$ cat src/rtl/core/bernoulli_categorical_sampler_defines.svh
// ----------------------------------------------------------------------------
// Bernoulli / categorical sampler assertion macros
// Shared concurrent assertion forms, clocked on the rising edge and
// disabled while reset is asserted.
// ----------------------------------------------------------------------------
`ifndef BERNOULLI_CATEGORICAL_SAMPLER_DEFINES_SVH
`define BERNOULLI_CATEGORICAL_SAMPLER_DEFINES_SVH

// Same-cycle implication
`define BCS_ASSERT_SAME(label, clk, rstn, ante, cons, msg) \
    label: assert property (@(posedge clk) disable iff (!(rstn)) (ante) |-> (cons)) \
        else $error(msg);

// Next-cycle implication
`define BCS_ASSERT_NEXT(label, clk, rstn, ante, cons, msg) \
    label: assert property (@(posedge clk) disable iff (!(rstn)) (ante) |=> (cons)) \
        else $error(msg);

`endif

$ cat src/rtl/core/bcs_pkg.sv
// ----------------------------------------------------------------------------
// Bernoulli / categorical sampler package
// Payload types, opcodes and generator constants for the sampler.
// ----------------------------------------------------------------------------
package bcs_pkg;

    // Width of the alternative counter (4 to 16)
    localparam int unsigned IndexBits = 16;

    // Opcodes
    localparam logic [1:0] OpFact  = 2'd0;
    localparam logic [1:0] OpFirst = 2'd1;
    localparam logic [1:0] OpNext  = 2'd2;

    // Result kinds
    localparam logic KindFact   = 1'b0;
    localparam logic KindChoice = 1'b1;

    // 48-bit LCG: x' = a*x + c mod 2^48
    localparam logic [47:0] LcgMul  = 48'h0005_DEEC_E66D;
    localparam logic [47:0] LcgAdd  = 48'h0000_0000_000B;
    // Two steps at once: x'' = a^2*x + (a*c + c) mod 2^48
    localparam logic [47:0] LcgMul2 = LcgMul * LcgMul;
    localparam logic [47:0] LcgAdd2 = LcgMul * LcgAdd + LcgAdd;

    typedef struct packed {
        logic [1:0]  opcode;
        logic [48:0] probability;
        logic        last;
    } bcs_in_t;

    typedef struct packed {
        logic        result_kind;
        logic        fact_true;
        logic [15:0] choice_index;
        logic        choice_none;
    } bcs_out_t;

endpackage

$ cat src/rtl/core/bernoulli_categorical_sampler.sv
// ----------------------------------------------------------------------------
// Bernoulli / categorical sampler
// Random fact and categorical choice draws from a 48-bit LCG.
// ----------------------------------------------------------------------------
// Takes one item per clock unless a seed write or a stalled result holds
// s_ready low; each result passes the input register, then the result
// register. Fact items and first alternatives each consume one generator
// value; the next value always sits ready in a register. The generator runs
// as a two-slot ring that advances by two LCG steps per pass, with the
// 48-bit multiply split into registered 24-bit partial products, so it
// yields one value per cycle. Writing the seed reloads the ring and holds
// s_ready low in the write cycle and while the first value is formed.
// Probabilities are unsigned 1.48 fractions.
// ----------------------------------------------------------------------------
module bernoulli_categorical_sampler
    import bcs_pkg::*;
(
    input  logic        aclk,
    input  logic        aresetn,
    // Seed register
    input  logic        cfg_wr_en,
    input  logic [47:0] cfg_wr_data,
    // Item input
    input  logic        s_valid,
    output logic        s_ready,
    input  bcs_in_t     s_data,
    // Result output
    output logic        m_valid,
    input  logic        m_ready,
    output bcs_out_t    m_data
);

`include "bernoulli_categorical_sampler_defines.svh"

    // Partial products of a 48 x 48 multiply, mod 2^48
    typedef struct packed {
        logic [47:0] lo;
        logic [23:0] mid_a;
        logic [23:0] mid_b;
    } bcs_pp_t;

    // Generator ring
    bcs_pp_t     gen_pp_reg,   gen_pp_next;
    logic [47:0] gen_head_reg, gen_head_next;
    logic        prime_reg,    prime_next;
    logic [47:0] mul_x, mul_m, gen_sum, add_const;
    logic        gen_advance;

    // Input stage
    logic        s1_valid_reg, s1_valid_next;
    bcs_in_t     s1_item_reg;
    logic [47:0] s1_x_reg;

    // Choice state
    logic [47:0]          drawn_reg;
    logic [49:0]          cum_reg,   cum_next;
    logic [IndexBits-1:0] cnt_reg,   cnt_next;
    logic                 found_reg, found_next;
    logic [IndexBits-1:0] idx_reg,   idx_next;

    // Result stage
    logic        m_valid_reg, m_valid_next;
    bcs_out_t    m_data_reg,  m_data_next;

    logic        s_xfer, out_free, s1_go, s1_has_res;
    logic        is_fact, is_first, is_next;
    logic [49:0] x50, prob50;
    logic [50:0] sum51;
    logic        found_base, hit;
    logic [IndexBits-1:0] idx_base;

    // ------------------------------------------------------------------
    // Generator: head holds the next draw, ring advances on each draw
    // ------------------------------------------------------------------
    assign s_xfer      = s_valid && s_ready;
    assign gen_advance = s_xfer && (s_data.opcode == OpFact || s_data.opcode == OpFirst);

    assign mul_x     = cfg_wr_en ? cfg_wr_data : gen_head_reg;
    assign mul_m     = cfg_wr_en ? LcgMul : LcgMul2;
    assign add_const = prime_reg ? LcgAdd : LcgAdd2;
    assign gen_sum   = gen_pp_reg.lo
                     + {24'(gen_pp_reg.mid_a + gen_pp_reg.mid_b), 24'd0}
                     + add_const;

    always_comb begin
        gen_pp_next.lo    = 48'(mul_x[23:0]) * 48'(mul_m[23:0]);
        gen_pp_next.mid_a = 24'(mul_x[47:24] * mul_m[23:0]);
        gen_pp_next.mid_b = 24'(mul_x[23:0] * mul_m[47:24]);
    end

    always_comb begin
        gen_head_next = gen_head_reg;
        prime_next    = 1'b0;
        priority if (cfg_wr_en) begin
            // Keep the seed, start a single step from it
            gen_head_next = cfg_wr_data;
            prime_next    = 1'b1;
        end else if (prime_reg || gen_advance) begin
            gen_head_next = gen_sum;
        end else begin
            // Hold the waiting draw
            gen_head_next = gen_head_reg;
        end
    end

    // Reset state matches seed zero: head = c, pending product = 0
    always_ff @(posedge aclk) begin
        if (!aresetn) begin
            gen_pp_reg   <= '0;
            gen_head_reg <= LcgAdd;
            prime_reg    <= 1'b0;
        end else begin
            if (cfg_wr_en || prime_reg || gen_advance) begin
                gen_pp_reg <= gen_pp_next;
            end
            gen_head_reg <= gen_head_next;
            prime_reg    <= prime_next;
        end
    end

    // ------------------------------------------------------------------
    // Handshake
    // ------------------------------------------------------------------
    assign is_fact  = (s1_item_reg.opcode == OpFact);
    assign is_first = (s1_item_reg.opcode == OpFirst);
    assign is_next  = (s1_item_reg.opcode == OpNext);

    assign s1_has_res = is_fact || ((is_first || is_next) && s1_item_reg.last);
    assign out_free   = !m_valid_reg || m_ready;
    assign s1_go      = s1_valid_reg && (!s1_has_res || out_free);
    assign s_ready    = !prime_reg && !cfg_wr_en && (!s1_valid_reg || s1_go);

    always_comb begin
        s1_valid_next = s1_valid_reg;
        priority if (s_xfer) begin
            s1_valid_next = 1'b1;
        end else if (s1_go) begin
            s1_valid_next = 1'b0;
        end else begin
            s1_valid_next = s1_valid_reg;
        end
    end

    // Capture the item with its draw
    always_ff @(posedge aclk) begin
        if (!aresetn) begin
            s1_valid_reg <= 1'b0;
        end else begin
            s1_valid_reg <= s1_valid_next;
        end
    end

    always_ff @(posedge aclk) begin
        if (s_xfer) begin
            s1_item_reg <= s_data;
            s1_x_reg    <= gen_head_reg;
        end
    end

    // ------------------------------------------------------------------
    // Choice accumulation and result
    // ------------------------------------------------------------------
    assign x50    = {2'b00, (is_first ? s1_x_reg : drawn_reg)};
    assign prob50 = {1'b0, s1_item_reg.probability};
    assign sum51  = {1'b0, cum_reg} + {1'b0, prob50};

    always_comb begin
        if (is_first) begin
            cum_next   = prob50;
            cnt_next   = '0;
            found_base = 1'b0;
            idx_base   = '0;
        end else begin
            // Saturate the running sum
            cum_next   = sum51[50] ? '1 : sum51[49:0];
            cnt_next   = (cnt_reg != '1) ? cnt_reg + 1'b1 : cnt_reg;
            found_base = found_reg;
            idx_base   = idx_reg;
        end
        hit        = !found_base && (x50 < cum_next);
        found_next = found_base || hit;
        idx_next   = hit ? cnt_next : idx_base;
    end

    always_comb begin
        m_data_next = '0;
        if (is_fact) begin
            m_data_next.result_kind = KindFact;
            m_data_next.fact_true   = ({1'b0, s1_x_reg} <= s1_item_reg.probability);
        end else begin
            m_data_next.result_kind  = KindChoice;
            m_data_next.choice_index = found_next ? 16'(idx_next) : 16'd0;
            m_data_next.choice_none  = !found_next;
        end
    end

    // Update choice state once the item leaves the input stage
    always_ff @(posedge aclk) begin
        if (!aresetn) begin
            drawn_reg <= '0;
            cum_reg   <= '0;
            cnt_reg   <= '0;
            found_reg <= 1'b0;
            idx_reg   <= '0;
        end else if (s1_go && (is_first || is_next)) begin
            if (is_first) begin
                drawn_reg <= s1_x_reg;
            end
            cum_reg   <= cum_next;
            cnt_reg   <= cnt_next;
            found_reg <= found_next;
            idx_reg   <= idx_next;
        end
    end

    // Hold the result until transferred
    always_comb begin
        m_valid_next = m_valid_reg;
        priority if (s1_go && s1_has_res) begin
            m_valid_next = 1'b1;
        end else if (m_ready) begin
            m_valid_next = 1'b0;
        end else begin
            m_valid_next = m_valid_reg;
        end
    end

    always_ff @(posedge aclk) begin
        if (!aresetn) begin
            m_valid_reg <= 1'b0;
        end else begin
            m_valid_reg <= m_valid_next;
        end
    end

    always_ff @(posedge aclk) begin
        if (s1_go && s1_has_res) begin
            m_data_reg <= m_data_next;
        end
    end

    assign m_valid = m_valid_reg;
    assign m_data  = m_data_reg;

    // ------------------------------------------------------------------
    // Assertions
    // ------------------------------------------------------------------
    `BCS_ASSERT_NEXT(a_seed_blocks_input, aclk, aresetn, cfg_wr_en, !s_ready,
        "input taken while the generator reprimes")

    `BCS_ASSERT_NEXT(a_draw_moves_head, aclk, aresetn, gen_advance && !cfg_wr_en,
        gen_head_reg != $past(gen_head_reg), "generator did not advance on a draw")

    `BCS_ASSERT_NEXT(a_fact_result, aclk, aresetn, s1_go && is_fact,
        m_valid && m_data.result_kind == KindFact, "fact item gave no fact result")

    `BCS_ASSERT_SAME(a_none_zero_index, aclk, aresetn, m_valid && m_data.choice_none,
        m_data.choice_index == 16'd0, "choice index set with no alternative found")

    `BCS_ASSERT_NEXT(a_found_sticky, aclk, aresetn, s1_go && is_next && found_reg,
        found_reg && idx_reg == $past(idx_reg), "found alternative changed within a choice")

endmodule

$ cat config.mk
export PLATFORM = sky130hd
export DESIGN_NAME = bernoulli_categorical_sampler
export DESIGN_NICKNAME = d
export VERILOG_FILES = /design/src/rtl/core/bcs_pkg.sv /design/src/rtl/core/bernoulli_categorical_sampler.sv
export VERILOG_INCLUDE_DIRS = /design/src /design/src/rtl/core
export SDC_FILE = /design/constraint.sdc
export NUM_CORES = 2
export LEC_CHECK = 0
export BUFFER_PORTS_ARGS = -buffer_cell sky130_fd_sc_hd__buf_2
export CORE_AREA = 2 2 275 277
export DETAILED_ROUTE_END_ITERATION = 8
export DIE_AREA = 0 0 277 279
export GPL_ROUTABILITY_DRIVEN = 1
export MAX_ROUTING_LAYER = met4
export PLACE_DENSITY_LB_ADDON = 0.12
export SETUP_SLACK_MARGIN = 0.15
export SLEW_MARGIN = 40
export SYNTH_ARGS = -nofsm -noshare
export SYNTH_HDL_FRONTEND = slang
export SYNTH_SLANG_ARGS = --single-unit
$ cat constraint.sdc
create_clock -name aclk -period 16.2 [get_ports aclk]
set_input_delay 2.43 -clock aclk [delete_from_list [all_inputs] [get_ports aclk]]
set_output_delay 2.43 -clock aclk [all_outputs]
set_load 0.05 [all_outputs]
==> run metrics <==
unrepaired setup endpoints after global routing false; area of the core 74100 um^2; # Post-CTS Setup Buffers 0; Seq/Total Area, Yosys 19.0%; CP startpoint kind input pin; Yosys warning total 0; Die Width 277 um; Worst Skew 0.0305 ns; Post-Syn Area per Cell 9.09 um^2; # resized after CTS 0; Final Max Slew Viols 0; vias in the first global route 37.8k; Clock Sinks 396; worst reg2reg path endpoint gen_pp_reg[91]; Final Non-Filler Cells 6326; Worst-path clk slew 0.06 ns; antenna violations before repair 3; Slowest-stage cell, CP fa_1; wire per inst 21.6 um; num rows 100; dpl cell area 49400 um^2; first-pass GRT wire length 214000 um; Post-synth top flop dfxtp_1; number of synthesized flops with an enable pin 119; Final Net Count 6730; hold worst-path end s1_x_reg[40]; Post-Route WL 137000 um; chip height 279 um; synthesis-stage register bit count 396; Final ANT Viol Nets 0; Worst Path Arrival 11.57 ns; Yosys cell types 90; CP max stage delay 0.52 ns; hpwl dp 112000 um; Initial Util 64.8%; DRT Pass-1 Iters 6; Setup Viol. Count Final 0; total negative slack 0 ns; Final GP Congestion 1.02; layout cells sized above 1 6.39%; hold crit path type reg2reg; Setup crit end kind register; CTS Root Cell clkbuf_16; r2r startpoint gen_head_reg[2]; fin area 51100 um^2; largest net degree at the start of global routing 87; DR vias/cell 5.86; post-cts hold buffer count 0; max-cap viol count 0; total CTS buffers 49; Die Footprint 77300 um^2; Worst Tran Pin Value 0.850 ns; Gate Count Post-Synth 5277; worst-path maximum fanout 45; H-tree depth 2; total global routing track utilization 37.1%; Layout area overhead 6.57%; Period minus WS final 11.13 ns; Max Freq 89.9 MHz; cell area after synthesis 48000 um^2; WP data required 16.64 ns; hold wc startpoint gen_head_reg[40]; clk_lat worst skew 0.61 ns; TritonCTS clock tree built; Post-synth ARST share 0%; status finished, final reports clean; drt drc 0; Clock Path Buffers 3; Rel. slew slack 43.3%; CP Class in2reg; io pins 126; drt initial violations 2906; final hold viol count 0; placed insts 6230; port buffer count 125; Reg2Reg Depth 29; period utilisation layout 68.7%; max reg flops 95; Hold Crit Depth 0; GR Overflow Total 0; r2r setup slk 7.60 ns; via count 37.1k
## worst max-delay path, delay by kind of cell
kind	cells	cell delay (ns)
AO/OA/AOI/OAI	10	2.37
adder cells (fa/ha/maj)	8	3.63
buffers and inverters	8	2.05
AND/OR/NAND/NOR	5	1.02
## placed cells by master, fill, tap and decap left out, drive strengths merged, types with 58 or more instances in the layout
cell type and count:
xor2 63, inv 1054, nor2 200, clkbuf 58, buf 143, nand3 64
nand2 553, xnor2 181, a21o 126, fa 522, ha 791, a21oi 346
o21ai 186, edfxtp 119, dfxtp 277
## cell type report
| class | count | area (um^2) |
|---|---|---|
| antenna | 4 | 10.0 |
| clock buffer | 58 | 1290 |
| clock inverter | 34 | 407 |
| fill | 6077 | 22900 |
| inverter | 1049 | 3950 |
| multi-input combinational | 3673 | 34400 |
| sequential | 396 | 9120 |
| tap | 969 | 1210 |
| timing repair buffer | 143 | 795 |
## through the flow
stage / hold WS [ns] / setup slack [ns] / util (%)
after floorplan: 0.425 / 6.10 / -
after global placement: 0.439 / 4.77 / 66.6
after detailed placement: 0.444 / 4.67 / 66.7
after CTS: 0.445 / 5.24 / 69.0
after global routing: 0.466 / 4.62 / 69.0
final: 0.448 / 5.07 / 69.0
## layer usage
metal  GRT usage (%)  routed length, um  vias up
li1                -                  -    17400
met1            47.4              57200    18100
met2            59.5              63300     1316
met3            4.42               8690      328
met4            16.9               7370        0
met5               -                  0        -
## kinds of logic (layout without fill, tap and decap cells)
group | Yosys count | count (layout) | synth area share, %
adders and majority gates | 1313 | 1313 | 42.4
buffers and inverters | 1215 | 1284 | 9.60
and+or+nand+nor | 1081 | 1081 | 10.0
AOI/OAI and AO/OA | 963 | 963 | 13.0
DFF | 396 | 396 | 19.0
xor gates and xnor gates | 246 | 246 | 4.55
muxes | 61 | 61 | 1.41
other | 2 | 13 | 0.0157
## how the worst max path moves through the flow
stage	startpoint	cells after the start	endpoint	slack, ns
3_3_place_gp	cfg_wr_en	31	gen_pp_reg[91]	4.77
6_report	cfg_wr_en	31	gen_pp_reg[91]	5.07
3_5_place_dp	cfg_wr_en	31	gen_pp_reg[91]	4.67
2_1_floorplan	cfg_wr_en	32	gen_pp_reg[91]	6.10
5_1_grt	cfg_wr_en	31	gen_pp_reg[89]	4.62
4_1_cts	cfg_wr_en	31	gen_pp_reg[89]	5.24
## synth_stat cells (19+ instances only)
library cell / count / share of area (%)
a211oi_1: 26 / 0.41
a21o_1: 126 / 2.0
a21oi_1: 345 / 3.6
a22o_1: 22 / 0.40
a31oi_1: 44 / 0.57
and2_1: 32 / 0.42
and3_1: 31 / 0.40
clkbuf_1: 145 / 1.1
dfxtp_1: 277 / 12
edfxtp_1: 119 / 7.4
fa_1: 522 / 22
ha_1: 791 / 21
inv_1: 1048 / 8.2
mux2_2: 52 / 1.2
nand2_1: 553 / 4.3
nand2b_1: 27 / 0.35
nand3_1: 63 / 0.66
nand4_1: 34 / 0.44
nor2_1: 200 / 1.6
nor2b_1: 36 / 0.47
nor3_1: 44 / 0.46
o211ai_1: 27 / 0.42
o21a_1: 36 / 0.56
o21ai_0: 166 / 1.7
o21bai_1: 19 / 0.30
o22ai_1: 22 / 0.29
or3_1: 26 / 0.34
xnor2_1: 181 / 3.3
xor2_1: 63 / 1.1
Power is left out: the tool's default activity adds up to more than one toggle a clock period on the data nets, which glitch-free logic cannot reach.
